<file path="src/rtl/tvs_pkg.sv">
// ----------------------------------------------------------------------------
// tvs_pkg
// Shared types and constants for the tensor value statistics block.
// ----------------------------------------------------------------------------
package tvs_pkg;

   localparam int COUNT_WIDTH_DEFAULT = 32;
   localparam int QUEUE_DEPTH = 4;

   localparam logic [1:0] FMT_FP32 = 2'd0;
   localparam logic [1:0] FMT_FP16 = 2'd1;

   localparam logic [1:0] CSR_INPUT_FORMAT   = 2'd0;
   localparam logic [1:0] CSR_SPARSE_EPSILON = 2'd1;
   localparam logic [1:0] CSR_ELEMENT_LIMIT  = 2'd2;

   localparam logic [1:0]  INPUT_FORMAT_RESET   = FMT_FP32;
   localparam logic [31:0] SPARSE_EPSILON_RESET = 32'h358637BD;
   localparam logic [31:0] ELEMENT_LIMIT_RESET  = 32'hFFFFFFFF;

   localparam logic [31:0] FP32_INF_MAG = 32'h7F800000;

   typedef struct packed {
      logic [1:0]  input_format;
      logic [31:0] sparse_epsilon;
      logic [31:0] element_limit;
   } cfg_type;

   typedef struct packed {
      logic [31:0] bits;
      logic        counted;
      logic        is_nan;
      logic        is_inf;
      logic        sparse;
      logic        last;
      logic        unsupported;
   } entry_type;

endpackage

</file>
<file path="src/rtl/tvs_if.sv">
// ----------------------------------------------------------------------------
// tvs_if
// Request and response channels of the tensor value statistics block.
// ----------------------------------------------------------------------------
interface tvs_req_if;
   logic        valid;
   logic        ready;
   logic [31:0] sample_bits;
   logic        last_element;

   modport source (output valid, output sample_bits, output last_element, input ready);
   modport sink (input valid, input sample_bits, input last_element, output ready);
endinterface

interface tvs_rsp_if;
   logic        valid;
   logic        ready;
   logic        saw_nan;
   logic        saw_inf;
   logic [31:0] mean_bits;
   logic [31:0] sparsity_bits;
   logic [31:0] max_abs_bits;

   modport source (output valid, output saw_nan, output saw_inf, output mean_bits,
                   output sparsity_bits, output max_abs_bits, input ready);
   modport sink (input valid, input saw_nan, input saw_inf, input mean_bits,
                 input sparsity_bits, input max_abs_bits, output ready);
endinterface

</file>
<file path="src/rtl/tvs_front.sv">
// ----------------------------------------------------------------------------
// tvs_front
// Accepts requests, widens fp16 to fp32, applies the element limit and
// classifies each element before it is queued.
// ----------------------------------------------------------------------------
module tvs_front
   import tvs_pkg::*;
#(
   parameter int COUNT_WIDTH = COUNT_WIDTH_DEFAULT
) (
   input  logic      clock,
   input  logic      reset,
   input  cfg_type   cfg,
   tvs_req_if.sink   req_channel,
   output logic      push_valid,
   input  logic      push_ready,
   output entry_type push_entry
);

   localparam int LW = (COUNT_WIDTH > 32) ? COUNT_WIDTH : 32;

   function automatic logic [31:0] half_to_single(input logic [15:0] h);
      logic [9:0] m;
      logic [9:0] ms;
      logic [3:0] pos;
      logic [7:0] ex;
      m = h[9:0];
      pos = 4'd0;
      for (int i = 0; i < 10; i++) begin
         if (m[i]) begin
            pos = 4'(i);
         end
      end
      ms = m << (4'd10 - pos);
      ex = 8'd103 + {4'd0, pos};
      if (h[14:10] == 5'h1F) begin
         return {h[15], 8'hFF, m, 13'd0};
      end else if (h[14:10] == 5'd0) begin
         if (m == 10'd0) begin
            return {h[15], 31'd0};
         end
         return {h[15], ex, ms, 13'd0};
      end
      return {h[15], {3'd0, h[14:10]} + 8'd112, m, 13'd0};
   endfunction

   logic [COUNT_WIDTH-1:0] count_ff, count_in;
   logic [LW-1:0]          count_wide, limit_wide;
   logic                   supported, counted, accept;
   logic [31:0]            bits, mag;

   assign count_wide = LW'(count_ff);
   assign limit_wide = LW'(cfg.element_limit);
   assign supported  = (cfg.input_format == FMT_FP32) || (cfg.input_format == FMT_FP16);
   assign counted    = supported && (count_wide < limit_wide) && (count_ff != '1);
   assign bits       = (cfg.input_format == FMT_FP16) ?
                       half_to_single(req_channel.sample_bits[15:0]) : req_channel.sample_bits;
   assign mag        = {1'b0, bits[30:0]};

   assign req_channel.ready = push_ready;
   assign accept            = req_channel.valid && req_channel.ready;
   assign push_valid        = req_channel.valid && (counted || req_channel.last_element);

   always_comb begin
      push_entry.bits        = bits;
      push_entry.counted     = counted;
      push_entry.is_nan      = mag > FP32_INF_MAG;
      push_entry.is_inf      = mag == FP32_INF_MAG;
      push_entry.sparse      = (cfg.sparse_epsilon <= FP32_INF_MAG) && (mag < cfg.sparse_epsilon);
      push_entry.last        = req_channel.last_element;
      push_entry.unsupported = !supported;
   end

   always_comb begin
      count_in = count_ff;
      if (accept) begin
         if (req_channel.last_element) begin
            count_in = '0;
         end else if (counted) begin
            count_in = count_ff + COUNT_WIDTH'(1);
         end
      end
   end

   always_ff @(posedge clock) begin
      if (reset) begin
         count_ff <= '0;
      end else begin
         count_ff <= count_in;
      end
   end

endmodule

</file>
<file path="src/rtl/tvs_queue.sv">
// ----------------------------------------------------------------------------
// tvs_queue
// Small first-in first-out queue of classified elements between the front
// and the back.
// ----------------------------------------------------------------------------
module tvs_queue
   import tvs_pkg::*;
#(
   parameter int DEPTH = QUEUE_DEPTH
) (
   input  logic      clock,
   input  logic      reset,
   input  logic      in_valid,
   output logic      in_ready,
   input  entry_type in_entry,
   output logic      out_valid,
   input  logic      out_ready,
   output entry_type out_entry
);

   localparam int PW = (DEPTH > 1) ? $clog2(DEPTH) : 1;
   localparam int CNTW = $clog2(DEPTH + 1);

   entry_type        slots_ff [DEPTH];
   logic [PW-1:0]    wr_ff, wr_in, rd_ff, rd_in;
   logic [CNTW-1:0]  count_ff, count_in;
   logic             push, pop;

   assign in_ready  = count_ff != CNTW'(DEPTH);
   assign out_valid = count_ff != '0;
   assign out_entry = slots_ff[rd_ff];
   assign push      = in_valid && in_ready;
   assign pop       = out_valid && out_ready;

   always_comb begin
      wr_in    = wr_ff;
      rd_in    = rd_ff;
      count_in = count_ff;
      if (push) begin
         wr_in = (wr_ff == PW'(DEPTH - 1)) ? '0 : wr_ff + PW'(1);
      end
      if (pop) begin
         rd_in = (rd_ff == PW'(DEPTH - 1)) ? '0 : rd_ff + PW'(1);
      end
      if (push && !pop) begin
         count_in = count_ff + CNTW'(1);
      end else if (pop && !push) begin
         count_in = count_ff - CNTW'(1);
      end
   end

   always_ff @(posedge clock) begin
      if (reset) begin
         wr_ff    <= '0;
         rd_ff    <= '0;
         count_ff <= '0;
      end else begin
         wr_ff    <= wr_in;
         rd_ff    <= rd_in;
         count_ff <= count_in;
      end
   end

   always_ff @(posedge clock) begin
      if (push) begin
         slots_ff[wr_ff] <= in_entry;
      end
   end

endmodule

</file>
<file path="src/rtl/tvs_div.sv">
// ----------------------------------------------------------------------------
// tvs_div
// Sequential unit that turns the counts into fp32 and forms
// mean = sum / n and sparsity = sparse / n, one quotient bit per cycle.
// ----------------------------------------------------------------------------
module tvs_div
   import tvs_pkg::*;
#(
   parameter int COUNT_WIDTH = COUNT_WIDTH_DEFAULT
) (
   input  logic                   clock,
   input  logic                   reset,
   input  logic                   start,
   input  logic [31:0]            sum_bits,
   input  logic [COUNT_WIDTH-1:0] count,
   input  logic [COUNT_WIDTH-1:0] tally,
   output logic                   done,
   output logic [31:0]            mean_bits,
   output logic [31:0]            sparsity_bits
);

   localparam int CXW = COUNT_WIDTH + 24;
   localparam int PW  = $clog2(COUNT_WIDTH);

   localparam logic [2:0] D_IDLE  = 3'd0;
   localparam logic [2:0] D_CONV  = 3'd1;
   localparam logic [2:0] D_SETUP = 3'd2;
   localparam logic [2:0] D_NORM  = 3'd3;
   localparam logic [2:0] D_ITER  = 3'd4;
   localparam logic [2:0] D_ROUND = 3'd5;

   localparam logic [1:0] P_COUNT  = 2'd0;
   localparam logic [1:0] P_TALLY  = 2'd1;
   localparam logic [1:0] P_MEAN   = 2'd2;
   localparam logic [1:0] P_SPARSE = 2'd3;

   logic [2:0]             state_ff;
   logic [1:0]             phase_ff;
   logic                   done_ff;
   logic [CXW-1:0]         cx_ff;
   logic [PW-1:0]          cp_ff;
   logic [31:0]            sum_ff, nf_ff, tf_ff, mean_ff, spars_ff;
   logic [COUNT_WIDTH-1:0] tally_ff;
   logic                   sign_ff;
   logic [23:0]            ma_ff, mb_ff;
   logic [25:0]            rem_ff, q_ff;
   logic signed [9:0]      qe_ff;
   logic [4:0]             it_ff;

   logic                   res_store;
   logic [31:0]            res_val;
   logic [31:0]            conv_val, round_val, setup_a;
   logic                   setup_special;
   logic [31:0]            setup_val;
   logic                   conv_inc, round_inc, round_sticky, lost;
   logic [7:0]             round_field;
   logic [25:0]            qs;
   logic [4:0]             sc;
   logic signed [9:0]      sv;
   logic [24:0]            diff;
   logic                   ge;

   always_comb begin
      conv_inc = cx_ff[CXW-25] && ((|cx_ff[CXW-26:0]) || cx_ff[CXW-24]);
      conv_val = {1'b0, {8'(cp_ff) + 8'd127, cx_ff[CXW-2 -: 23]} + 31'(conv_inc)};
   end

   always_comb begin
      setup_a       = (phase_ff == P_MEAN) ? sum_ff : tf_ff;
      setup_special = (setup_a[30:23] == 8'hFF) || (setup_a[30:0] == 31'd0);
      setup_val     = setup_a;
   end

   always_comb begin
      ge   = rem_ff >= {2'b00, mb_ff};
      diff = ge ? 25'(rem_ff - {2'b00, mb_ff}) : rem_ff[24:0];
   end

   always_comb begin
      round_sticky = rem_ff != 26'd0;
      sv           = 10'sd1 - qe_ff;
      sc           = (sv > 10'sd27) ? 5'd27 : sv[4:0];
      qs           = q_ff;
      lost         = 1'b0;
      round_field  = qe_ff[7:0];
      if (qe_ff <= 10'sd0) begin
         qs          = q_ff >> sc;
         lost        = (qs << sc) != q_ff;
         round_field = 8'd0;
      end
      round_inc = qs[1] && (qs[0] || round_sticky || lost || qs[2]);
      if (qe_ff >= 10'sd255) begin
         round_val = {sign_ff, 8'hFF, 23'd0};
      end else begin
         round_val = {sign_ff, {round_field, qs[24:2]} + 31'(round_inc)};
      end
   end

   always_comb begin
      res_store = 1'b0;
      res_val   = 32'd0;
      unique case (state_ff)
         D_CONV: begin
            if (cx_ff == '0) begin
               res_store = 1'b1;
            end else if (cx_ff[CXW-1]) begin
               res_store = 1'b1;
               res_val   = conv_val;
            end
         end
         D_SETUP: begin
            res_store = setup_special;
            res_val   = setup_val;
         end
         D_ROUND: begin
            res_store = 1'b1;
            res_val   = round_val;
         end
         D_IDLE, D_NORM, D_ITER: begin
            res_store = 1'b0;
         end
         default: begin
            res_store = 1'b0;
         end
      endcase
   end

   always_ff @(posedge clock) begin
      if (reset) begin
         state_ff <= D_IDLE;
         phase_ff <= P_COUNT;
         done_ff  <= 1'b0;
      end else begin
         done_ff <= 1'b0;
         unique case (state_ff)
            D_IDLE: begin
               if (start) begin
                  state_ff <= D_CONV;
                  phase_ff <= P_COUNT;
               end
            end
            D_NORM: begin
               if (ma_ff[23]) begin
                  state_ff <= D_ITER;
               end
            end
            D_ITER: begin
               if (it_ff == 5'd25) begin
                  state_ff <= D_ROUND;
               end
            end
            D_CONV, D_SETUP, D_ROUND: begin
               if (res_store) begin
                  unique case (phase_ff)
                     P_COUNT: begin
                        phase_ff <= P_TALLY;
                     end
                     P_TALLY: begin
                        phase_ff <= P_MEAN;
                        state_ff <= D_SETUP;
                     end
                     P_MEAN: begin
                        phase_ff <= P_SPARSE;
                        state_ff <= D_SETUP;
                     end
                     P_SPARSE: begin
                        state_ff <= D_IDLE;
                        done_ff  <= 1'b1;
                     end
                     default: begin
                        state_ff <= D_IDLE;
                     end
                  endcase
               end else if (state_ff == D_SETUP) begin
                  state_ff <= D_NORM;
               end
            end
            default: begin
               state_ff <= D_IDLE;
            end
         endcase
      end
   end

   always_ff @(posedge clock) begin
      unique case (state_ff)
         D_IDLE: begin
            if (start) begin
               sum_ff   <= sum_bits;
               tally_ff <= tally;
               cx_ff    <= {count, 24'd0};
               cp_ff    <= PW'(COUNT_WIDTH - 1);
            end
         end
         D_CONV: begin
            if (res_store) begin
               if (phase_ff == P_COUNT) begin
                  nf_ff <= res_val;
                  cx_ff <= {tally_ff, 24'd0};
                  cp_ff <= PW'(COUNT_WIDTH - 1);
               end else begin
                  tf_ff <= res_val;
               end
            end else begin
               cx_ff <= cx_ff << 1;
               cp_ff <= cp_ff - PW'(1);
            end
         end
         D_SETUP: begin
            if (res_store) begin
               if (phase_ff == P_MEAN) begin
                  mean_ff <= res_val;
               end else begin
                  spars_ff <= res_val;
               end
            end
            sign_ff <= setup_a[31];
            ma_ff   <= {setup_a[30:23] != 8'd0, setup_a[22:0]};
            mb_ff   <= {1'b1, nf_ff[22:0]};
            qe_ff   <= $signed({2'b00, (setup_a[30:23] == 8'd0) ? 8'd1 : setup_a[30:23]})
                       - $signed({2'b00, nf_ff[30:23]}) + 10'sd127;
         end
         D_NORM: begin
            if (ma_ff[23]) begin
               if (ma_ff < mb_ff) begin
                  rem_ff <= {1'b0, ma_ff, 1'b0};
                  qe_ff  <= qe_ff - 10'sd1;
               end else begin
                  rem_ff <= {2'b00, ma_ff};
               end
               it_ff <= 5'd0;
            end else begin
               ma_ff <= ma_ff << 1;
               qe_ff <= qe_ff - 10'sd1;
            end
         end
         D_ITER: begin
            rem_ff <= {diff, 1'b0};
            q_ff   <= {q_ff[24:0], ge};
            it_ff  <= it_ff + 5'd1;
         end
         D_ROUND: begin
            if (phase_ff == P_MEAN) begin
               mean_ff <= res_val;
            end else begin
               spars_ff <= res_val;
            end
         end
         default: begin
         end
      endcase
   end

   assign done          = done_ff;
   assign mean_bits     = mean_ff;
   assign sparsity_bits = spars_ff;

endmodule

</file>
<file path="src/rtl/tvs_back.sv">
// ----------------------------------------------------------------------------
// tvs_back
// Carries out queued elements: running fp32 sum, largest magnitude, counts
// and flags, and builds the response on the last element.
// ----------------------------------------------------------------------------
module tvs_back
   import tvs_pkg::*;
#(
   parameter int COUNT_WIDTH = COUNT_WIDTH_DEFAULT
) (
   input  logic      clock,
   input  logic      reset,
   input  logic      pop_valid,
   output logic      pop_ready,
   input  entry_type pop_entry,
   tvs_rsp_if.source rsp_channel
);

   localparam logic [2:0] S_IDLE = 3'd0;
   localparam logic [2:0] S_NORM = 3'd1;
   localparam logic [2:0] S_FIN  = 3'd2;
   localparam logic [2:0] S_DIV  = 3'd3;
   localparam logic [2:0] S_OUT  = 3'd4;

   logic [2:0]             state_ff;
   logic [31:0]            sum_ff, max_ff;
   logic [COUNT_WIDTH-1:0] n_ff, tally_ff;
   logic                   nan_ff, inf_ff, last_ff, unsup_ff;

   logic                   a_sign_ff, a_sub_ff, a_keep_ff;
   logic [7:0]             a_exp_ff;
   logic [27:0]            a_mant_ff;

   logic                   r_nan_ff, r_inf_ff;
   logic [31:0]            r_mean_ff, r_spars_ff, r_max_ff;

   logic                   pop, do_add, x_big, sub, div_start, div_done;
   logic [31:0]            big, sml, mag, add_res;
   logic [7:0]             eb, es, d;
   logic [23:0]            mb, ms;
   logic [4:0]             dc;
   logic [26:0]            ms_ext, shifted, aligned;
   logic [27:0]            mant28;
   logic                   lost_bits;
   logic [31:0]            div_mean, div_spars;

   logic [26:0]            m27;
   logic [8:0]             exp9;
   logic [4:0]             lz, sh;
   logic [7:0]             lim, field;
   logic                   inc;

   assign pop_ready = state_ff == S_IDLE;
   assign pop       = pop_valid && pop_ready;
   assign do_add    = pop_entry.counted && !pop_entry.is_nan && !pop_entry.is_inf;
   assign mag       = {1'b0, pop_entry.bits[30:0]};

   always_comb begin
      x_big     = sum_ff[30:0] >= pop_entry.bits[30:0];
      big       = x_big ? sum_ff : pop_entry.bits;
      sml       = x_big ? pop_entry.bits : sum_ff;
      eb        = (big[30:23] == 8'd0) ? 8'd1 : big[30:23];
      es        = (sml[30:23] == 8'd0) ? 8'd1 : sml[30:23];
      mb        = {big[30:23] != 8'd0, big[22:0]};
      ms        = {sml[30:23] != 8'd0, sml[22:0]};
      d         = eb - es;
      dc        = (d > 8'd27) ? 5'd27 : d[4:0];
      ms_ext    = {ms, 3'd0};
      shifted   = ms_ext >> dc;
      lost_bits = (shifted << dc) != ms_ext;
      aligned   = {shifted[26:1], shifted[0] | lost_bits};
      sub       = big[31] ^ sml[31];
      mant28    = sub ? ({1'b0, mb, 3'd0} - {1'b0, aligned})
                      : ({1'b0, mb, 3'd0} + {1'b0, aligned});
   end

   always_comb begin
      lz = 5'd26;
      for (int i = 0; i < 27; i++) begin
         if (a_mant_ff[i]) begin
            lz = 5'(26 - i);
         end
      end
      lim = a_exp_ff - 8'd1;
      sh  = ({3'd0, lz} < lim) ? lz : lim[4:0];
      if (a_mant_ff[27]) begin
         m27  = {a_mant_ff[27:2], a_mant_ff[1] | a_mant_ff[0]};
         exp9 = {1'b0, a_exp_ff} + 9'd1;
      end else begin
         m27  = a_mant_ff[26:0] << sh;
         exp9 = {1'b0, a_exp_ff} - {4'd0, sh};
      end
      field = m27[26] ? exp9[7:0] : 8'd0;
      inc   = m27[2] && (m27[1] || m27[0] || m27[3]);
      if (a_keep_ff) begin
         add_res = sum_ff;
      end else if (a_mant_ff == 28'd0) begin
         add_res = a_sub_ff ? 32'd0 : {a_sign_ff, 31'd0};
      end else if (exp9 >= 9'd255) begin
         add_res = {a_sign_ff, 8'hFF, 23'd0};
      end else begin
         add_res = {a_sign_ff, {field, m27[25:3]} + 31'(inc)};
      end
   end

   assign div_start = (state_ff == S_FIN) && !unsup_ff && (n_ff != '0);

   tvs_div #(
      .COUNT_WIDTH(COUNT_WIDTH)
   ) u_div (
      .clock         (clock),
      .reset         (reset),
      .start         (div_start),
      .sum_bits      (sum_ff),
      .count         (n_ff),
      .tally         (tally_ff),
      .done          (div_done),
      .mean_bits     (div_mean),
      .sparsity_bits (div_spars)
   );

   always_ff @(posedge clock) begin
      if (reset) begin
         state_ff <= S_IDLE;
         sum_ff   <= 32'd0;
         max_ff   <= 32'd0;
         n_ff     <= '0;
         tally_ff <= '0;
         nan_ff   <= 1'b0;
         inf_ff   <= 1'b0;
         last_ff  <= 1'b0;
         unsup_ff <= 1'b0;
      end else begin
         unique case (state_ff)
            S_IDLE: begin
               if (pop) begin
                  if (pop_entry.counted) begin
                     n_ff   <= n_ff + COUNT_WIDTH'(1);
                     nan_ff <= nan_ff | pop_entry.is_nan;
                     inf_ff <= inf_ff | pop_entry.is_inf;
                  end
                  if (do_add && pop_entry.sparse) begin
                     tally_ff <= tally_ff + COUNT_WIDTH'(1);
                  end
                  if (do_add && (mag > max_ff)) begin
                     max_ff <= mag;
                  end
                  last_ff  <= pop_entry.last;
                  unsup_ff <= pop_entry.unsupported;
                  if (do_add) begin
                     state_ff <= S_NORM;
                  end else if (pop_entry.last) begin
                     state_ff <= S_FIN;
                  end
               end
            end
            S_NORM: begin
               sum_ff   <= add_res;
               state_ff <= last_ff ? S_FIN : S_IDLE;
            end
            S_FIN: begin
               state_ff <= div_start ? S_DIV : S_OUT;
            end
            S_DIV: begin
               if (div_done) begin
                  state_ff <= S_OUT;
               end
            end
            S_OUT: begin
               if (rsp_channel.ready) begin
                  state_ff <= S_IDLE;
               end
            end
            default: begin
               state_ff <= S_IDLE;
            end
         endcase
         if ((state_ff == S_FIN && !div_start) || (state_ff == S_DIV && div_done)) begin
            sum_ff   <= 32'd0;
            max_ff   <= 32'd0;
            n_ff     <= '0;
            tally_ff <= '0;
            nan_ff   <= 1'b0;
            inf_ff   <= 1'b0;
         end
      end
   end

   always_ff @(posedge clock) begin
      if (pop && do_add) begin
         a_sign_ff <= big[31];
         a_exp_ff  <= eb;
         a_mant_ff <= mant28;
         a_sub_ff  <= sub;
         a_keep_ff <= sum_ff[30:23] == 8'hFF;
      end
      if (state_ff == S_FIN) begin
         r_nan_ff   <= nan_ff && !unsup_ff;
         r_inf_ff   <= inf_ff && !unsup_ff;
         r_max_ff   <= unsup_ff ? 32'd0 : max_ff;
         r_mean_ff  <= 32'd0;
         r_spars_ff <= 32'd0;
      end
      if (state_ff == S_DIV && div_done) begin
         r_mean_ff  <= div_mean;
         r_spars_ff <= div_spars;
      end
   end

   assign rsp_channel.valid         = state_ff == S_OUT;
   assign rsp_channel.saw_nan       = r_nan_ff;
   assign rsp_channel.saw_inf       = r_inf_ff;
   assign rsp_channel.mean_bits     = r_mean_ff;
   assign rsp_channel.sparsity_bits = r_spars_ff;
   assign rsp_channel.max_abs_bits  = r_max_ff;

   a_tally_within_count: assert property (@(posedge clock) disable iff (reset)
      tally_ff <= n_ff)
      else $error("sparse tally exceeds element count");

   a_add_then_round: assert property (@(posedge clock) disable iff (reset)
      (pop && do_add) |=> (state_ff == S_NORM))
      else $error("addition not followed by rounding step");

   a_div_to_output: assert property (@(posedge clock) disable iff (reset)
      (state_ff == S_DIV && div_done) |=> (state_ff == S_OUT && sum_ff == 32'd0))
      else $error("division result not presented or state not cleared");

endmodule

</file>
<file path="src/rtl/tensor_value_statistics_top.sv">
// ----------------------------------------------------------------------------
// tensor_value_statistics_top
// Running statistics (flags, mean, sparsity, largest magnitude) over a
// stream of fp32 or fp16 tensor elements.
// ----------------------------------------------------------------------------
// A finite element passes an align-and-add step into the running sum and a
// normalize-and-round step, and the next element needs that rounded sum.
// NaN and infinity skip the rounding step; elements past the limit are
// dropped at the front and never reach the back end unless they are last.
// A four-entry queue lets requests keep flowing while the back end works.
// On the last element the sequential divider converts both counts (one bit
// shift per cycle) and runs up to two 26-step divisions, with extra
// normalization shifts when the running sum is subnormal; the response then
// waits in an output register.
// ----------------------------------------------------------------------------
module tensor_value_statistics_top
   import tvs_pkg::*;
#(
   parameter int COUNT_WIDTH = COUNT_WIDTH_DEFAULT
) (
   input  logic        clock,
   input  logic        reset,
   tvs_req_if.sink     req_channel,
   tvs_rsp_if.source   rsp_channel,
   input  logic        csr_write_enable,
   input  logic [1:0]  csr_index,
   input  logic [31:0] csr_write_data
);

   cfg_type   cfg_ff, cfg_in;
   logic      push_valid, push_ready, pop_valid, pop_ready;
   entry_type push_entry, pop_entry;

   always_comb begin
      cfg_in = cfg_ff;
      if (csr_write_enable) begin
         unique case (csr_index)
            CSR_INPUT_FORMAT:   cfg_in.input_format   = csr_write_data[1:0];
            CSR_SPARSE_EPSILON: cfg_in.sparse_epsilon = csr_write_data;
            CSR_ELEMENT_LIMIT:  cfg_in.element_limit  = csr_write_data;
            default: begin
            end
         endcase
      end
   end

   always_ff @(posedge clock) begin
      if (reset) begin
         cfg_ff.input_format   <= INPUT_FORMAT_RESET;
         cfg_ff.sparse_epsilon <= SPARSE_EPSILON_RESET;
         cfg_ff.element_limit  <= ELEMENT_LIMIT_RESET;
      end else begin
         cfg_ff <= cfg_in;
      end
   end

   tvs_front #(
      .COUNT_WIDTH(COUNT_WIDTH)
   ) u_front (
      .clock       (clock),
      .reset       (reset),
      .cfg         (cfg_ff),
      .req_channel (req_channel),
      .push_valid  (push_valid),
      .push_ready  (push_ready),
      .push_entry  (push_entry)
   );

   tvs_queue #(
      .DEPTH(QUEUE_DEPTH)
   ) u_queue (
      .clock     (clock),
      .reset     (reset),
      .in_valid  (push_valid),
      .in_ready  (push_ready),
      .in_entry  (push_entry),
      .out_valid (pop_valid),
      .out_ready (pop_ready),
      .out_entry (pop_entry)
   );

   tvs_back #(
      .COUNT_WIDTH(COUNT_WIDTH)
   ) u_back (
      .clock       (clock),
      .reset       (reset),
      .pop_valid   (pop_valid),
      .pop_ready   (pop_ready),
      .pop_entry   (pop_entry),
      .rsp_channel (rsp_channel)
   );

endmodule
</file>
<file path="src/flat_wrapper.sv">
// flat-port wrapper written by rule: the top's interface ports become plain ports
module tensor_value_statistics_top_flat import tvs_pkg::*;
#(
   parameter int COUNT_WIDTH = COUNT_WIDTH_DEFAULT
)
  (clock, reset, csr_write_enable, csr_index, csr_write_data, req_channel_valid, req_channel_sample_bits, req_channel_last_element, req_channel_ready, rsp_channel_valid, rsp_channel_saw_nan, rsp_channel_saw_inf, rsp_channel_mean_bits, rsp_channel_sparsity_bits, rsp_channel_max_abs_bits, rsp_channel_ready);
  tvs_req_if req_channel_i ();
  tvs_rsp_if rsp_channel_i ();
  input  logic clock;
  input  logic reset;
  input  logic csr_write_enable;
  input  logic [1:0] csr_index;
  input  logic [31:0] csr_write_data;
  input wire logic [$bits(req_channel_i.valid)-1:0] req_channel_valid;
  input wire logic [$bits(req_channel_i.sample_bits)-1:0] req_channel_sample_bits;
  input wire logic [$bits(req_channel_i.last_element)-1:0] req_channel_last_element;
  output wire logic [$bits(req_channel_i.ready)-1:0] req_channel_ready;
  output wire logic [$bits(rsp_channel_i.valid)-1:0] rsp_channel_valid;
  output wire logic [$bits(rsp_channel_i.saw_nan)-1:0] rsp_channel_saw_nan;
  output wire logic [$bits(rsp_channel_i.saw_inf)-1:0] rsp_channel_saw_inf;
  output wire logic [$bits(rsp_channel_i.mean_bits)-1:0] rsp_channel_mean_bits;
  output wire logic [$bits(rsp_channel_i.sparsity_bits)-1:0] rsp_channel_sparsity_bits;
  output wire logic [$bits(rsp_channel_i.max_abs_bits)-1:0] rsp_channel_max_abs_bits;
  input wire logic [$bits(rsp_channel_i.ready)-1:0] rsp_channel_ready;
  assign req_channel_i.valid = req_channel_valid;
  assign req_channel_i.sample_bits = req_channel_sample_bits;
  assign req_channel_i.last_element = req_channel_last_element;
  assign req_channel_ready = req_channel_i.ready;
  assign rsp_channel_valid = rsp_channel_i.valid;
  assign rsp_channel_saw_nan = rsp_channel_i.saw_nan;
  assign rsp_channel_saw_inf = rsp_channel_i.saw_inf;
  assign rsp_channel_mean_bits = rsp_channel_i.mean_bits;
  assign rsp_channel_sparsity_bits = rsp_channel_i.sparsity_bits;
  assign rsp_channel_max_abs_bits = rsp_channel_i.max_abs_bits;
  assign rsp_channel_i.ready = rsp_channel_ready;
  tensor_value_statistics_top #(.COUNT_WIDTH(COUNT_WIDTH)) u_core (.clock(clock), .reset(reset), .req_channel(req_channel_i), .rsp_channel(rsp_channel_i), .csr_write_enable(csr_write_enable), .csr_index(csr_index), .csr_write_data(csr_write_data));
endmodule
</file>
<file path="config.mk">
export PLATFORM = sky130hd
export DESIGN_NAME = tensor_value_statistics_top_flat
export DESIGN_NICKNAME = d
export VERILOG_FILES = /design/src/rtl/tvs_pkg.sv /design/src/rtl/tvs_if.sv /design/src/rtl/tvs_front.sv /design/src/rtl/tvs_queue.sv /design/src/rtl/tvs_div.sv /design/src/rtl/tvs_back.sv /design/src/rtl/tensor_value_statistics_top.sv /design/src/flat_wrapper.sv
export SDC_FILE = /design/constraint.sdc
export NUM_CORES = 2
export LEC_CHECK = 0
export ABC_AREA = 1
export BUFFER_PORTS_ARGS = -buffer_cell sky130_fd_sc_hd__buf_2
export CAP_MARGIN = 20
export CORE_MARGIN = 2
export CORE_UTILIZATION = 57
export DETAILED_ROUTE_END_ITERATION = 10
export HOLD_SLACK_MARGIN = 0.05
export PLACE_DENSITY = 0.77
export SLEW_MARGIN = 20
export SYNTH_ARGS = -nofsm -noshare
export SYNTH_HDL_FRONTEND = slang
export SYNTH_SLANG_ARGS = --single-unit
</file>
<file path="constraint.sdc">
create_clock -name clock -period 8 [get_ports clock]
set_input_delay 0 -clock clock [delete_from_list [all_inputs] [get_ports clock]]
set_output_delay 0 -clock clock [all_outputs]
set_load 0.01 [all_outputs]
</file>
==> metrics.txt <==
run status=finished, violations left; failing checks=negative setup slack; Power Dens Cells=400 mW/mm^2; Yosys top cell by area=edfxtp_1; share of power burned in the clock network=0.158; CTS Buffer Depth=3; GRT overflow=0; fin crit period=9.03 ns; Remaining DRCs=0; synthesized instance count=between 6000 and 7000; Hold Vio Cnt, Final=0; Final nets=between 7000 and 8000; register area share after synthesis=0.439; drt via density=6.03; initial antenna violation count=1; Clk Latency, worst-skew pair=0.72 ns; std cell rows=113; vias in the first global route=50900; total number of vias=54000; largest cells by area after synthesis=edfxtp_1 (35%), nand2_1 (10%), dfxtp_1 (9.1%); slowest CP cell=dfxtp_4; core footprint=0.0947 sq mm; Critical Path RT=~8.5 ns; power share of the sequential group=0.244; r2r setup slk=-1.03 ns; Root Buffer=clkbuf_16; Cells after DPL=8553; Fin Clk Skew=0.0759 ns; Worst-Margin Slew=1.08 ns; Post-DRT Antenna Nets=0; crit path max fanout=8; RSZ-0062 raised after global routing=yes; routability cong.=1.04; #FFs+latches synth=878; Total Routing Usage GR=0.399; switching pwr=~12 mW; CP top delay family=buffers and inverters; crit path to=u_core.u_back.a_mant_ff[27]; IO Count=172; Max Cap Viol=0; Pint=~14 mW; critical path depth=61; Sw Share=0.463; crit start category=flip-flop; Detailed Route Iter0 Violations=approximately 6600; Starting Density=0.574; slew margin rel.=0.277; Yosys cell types=76; DRT Pass-1 Iters=8; most common cell in the netlist=nand2_1; Leak=about 28 nW; # H-tree levels=3; share of the synthesized area in the top cell type=0.348; FMAX=about 0.11 GHz; WP data arrival=9.49 ns; setup ws final=-1.03 ns; PortBufs=170; DR WL/cell=22.6 microns; Die H=313 microns; Horiz. Die Dim=313 microns; critical path class=flip-flop to flip-flop; Reg-to-Reg End=u_core.u_back.a_mant_ff[27]; Util after Layout=0.703; clock transition at the registers of the reported paths=0.06 ns; post-detail-place hpwl=147000 microns; Area growth, synth to finish=22.4%; largest net degree at the start of global routing=80; crit-path most repeated cell=buf_4; final setup fails=27; clk sinks=878; share of cells above drive strength 1=0.180; final clock period utilization by the worst path=1.13; Post-synth EDFFs=approximately 630; CTS tree=built; Post-synth top flop=edfxtp_1; WP buf/inv=44; crit path capture type=flip-flop; Fill cells=between 7000 and 8000; Warnings, synthesis=0; syn_nets=7248; Worst path max stage delay=0.43 ns; most common library cells after synthesis=nand2_1 (1500), inv_1 (828), edfxtp_1 (631), nor2_1 (603), nand3_1 (566); Comb power frac=0.598; die area=0.0979 sq mm; Final Non-Filler Cells=8954; Max VDD drop=0.390 mV; WL final=~200000 microns; TritonCTS buffer count=89; first-pass GRT wire length=300000 microns; ys async rst share=0; syn avg cell area=slightly below 8 sq um; HP Class=input port to flip-flop; Mapped Area=0.0544 sq mm; R2R cell count=between 60 and 70; Slew Limit Fails=0
per-stage QoR:
stage	TNS [ns]	setup slack (ns)	hold WS, ns	instance area (sq um)	power, mW
CTS	-4.72	-0.465	0.0647	65500	25.4
global route	-28.39	-1.46	0.103	66600	27.9
finish	-16.22	-1.03	0.109	66600	26.6
global placement	-12.67	-0.971	0.239	59700	19.8
detailed placement	-15.61	-1.03	0.247	59700	19.8
floorplan	0	0.0192	0.0989	54500	13.9
layer usage:
| metal | up-vias | part of all wire | wire length (microns) | track usage |
|---|---|---|---|---|
| met5 | - | 0 | 0 | 0 |
| met4 | 0 | 0.082 | 16600 | 0.271 |
| met3 | 690 | 0.092 | 18500 | 0.0613 |
| met2 | 3119 | 0.45 | 91100 | 0.640 |
| met1 | 25100 | 0.38 | 75900 | 0.499 |
| li1 | 25100 | - | - | - |
power by group through the flow:
stage	Sequential (mW)	Clock (mW)	Combinational [mW]
6_report	6.49	4.22	15.9
5_1_grt	6.52	4.40	17.0
4_1_cts	6.46	4.21	14.7
3_5_place_dp	6.53	0	13.3
3_3_place_gp	6.52	0	13.3
2_1_floorplan	6.36	0	7.57
worst reg2reg max path, delay by kind of cell (launching register included):
| family | cells | cell delay (ns) |
|---|---|---|
| buf+inv | 44 | 5.60 |
| fa+ha+maj | 2 | 0.57 |
| compound gates | 5 | 0.65 |
| flops | 1 | 0.43 |
| simple gates | 10 | 1.56 |
cell type report:
cell class	count	area (sq um)	area share
tap	1265	1580	0.0238
multi-input combinational	4865	27600	0.415
timing repair buffer	901	7220	0.109
clock inverter	42	443	0.00665
sequential	878	23900	0.359
antenna	3	7.51	0.000113
clock buffer	125	2480	0.0372
inverter	875	3320	0.0499
worst min-delay path by stage:
| stage | end | from | slack (ns) | depth (start not counted) |
|---|---|---|---|---|
| 2_1_floorplan | u_core.u_queue.slots_ff[0][1] | req_channel_last_element | 0.1 | 0 |
| 4_1_cts | u_core.cfg_ff[3] | csr_write_data[3] | 0.06 | 4 |
| 3_5_place_dp | u_core.cfg_ff[2] | csr_write_data[2] | 0.25 | 3 |
| 5_1_grt | u_core.u_queue.slots_ff[0][36] | req_channel_sample_bits[30] | 0.10 | 3 |
| 3_3_place_gp | u_core.cfg_ff[2] | csr_write_data[2] | 0.24 | 3 |
| 6_report | u_core.cfg_ff[40] | csr_write_data[8] | 0.11 | 4 |
logic make-up (layout without fill, tap and decap cells):
family / after synthesis / count (layout) / synth area share
and+or+nand+nor: 3045 / 3045 / 0.241
buffers and inverters: 1153 / 1943 / 0.0839
other: 1 / 4 / 0.0000689
xor gates and xnor gates: 101 / 101 / 0.0164
AOI/OAI and AO/OA: 1403 / 1403 / 0.148
DFF: 878 / 878 / 0.439
muxes: 35 / 35 / 0.00644
adders and majority gates: 280 / 280 / 0.0652
state kept, by name (all words and copies together) (netlist names), 24 cells and up, named ones only:
register and cells:
u_core.u_queue.slots_ff 152, u_core.cfg_ff 66, u_core.u_back.n_ff 32, u_core.u_back.rsp_channel.mean_bits 32
u_core.u_back.rsp_channel.sparsity_bits 32, u_core.u_back.sum_ff 32, u_core.u_back.tally_ff 32, u_core.u_back.u_div.cx_ff 32
u_core.u_back.u_div.mean_bits 32, u_core.u_back.u_div.sparsity_bits 32, u_core.u_back.u_div.sum_ff 32, u_core.u_back.u_div.tally_ff 32
u_core.u_back.u_div.tf_ff 32, u_core.u_front.count_ff 32, u_core.u_back.max_ff 31, u_core.u_back.rsp_channel.max_abs_bits 31
u_core.u_back.u_div.nf_ff 31, u_core.u_back.a_mant_ff 28, u_core.u_back.u_div.q_ff 26, u_core.u_back.u_div.rem_ff 26
u_core.u_back.u_div.ma_ff 24
cells in the final DEF, fill, tap and decap left out, types with 26 or more instances in the layout:
master	count
o221ai_1	52
o21ai_0	475
o21ai_1	75
a21oi_1	433
edfxtp_1	631
dlygate4sd3_1	73
nand3_1	511
dfxtp_1	245
nand2_1	1430
inv_1	811
nand3_2	59
clkbuf_1	28
nand2_2	79
mux2i_1	35
inv_2	47
o21ai_2	34
nor2_1	575
xor2_1	69
ha_1	253
o211ai_1	101
buf_6	29
nor2_2	27
nor3_1	106
buf_4	588
buf_2	170
clkbuf_16	94
nor4_1	52
nand4_1	107
xnor2_1	26
timing repair:
item / CTS / global route
pin swaps: 62 / 118
endpoints found under the hold margin: 221 / 0
setup buffers: 109 / 37
hold buffers: 73 / 0
endpoints found under the setup margin: 27 / 28
resized for setup: 230 / 184
gates cloned: 13 / 2
(Power assumes the default switching activity.)
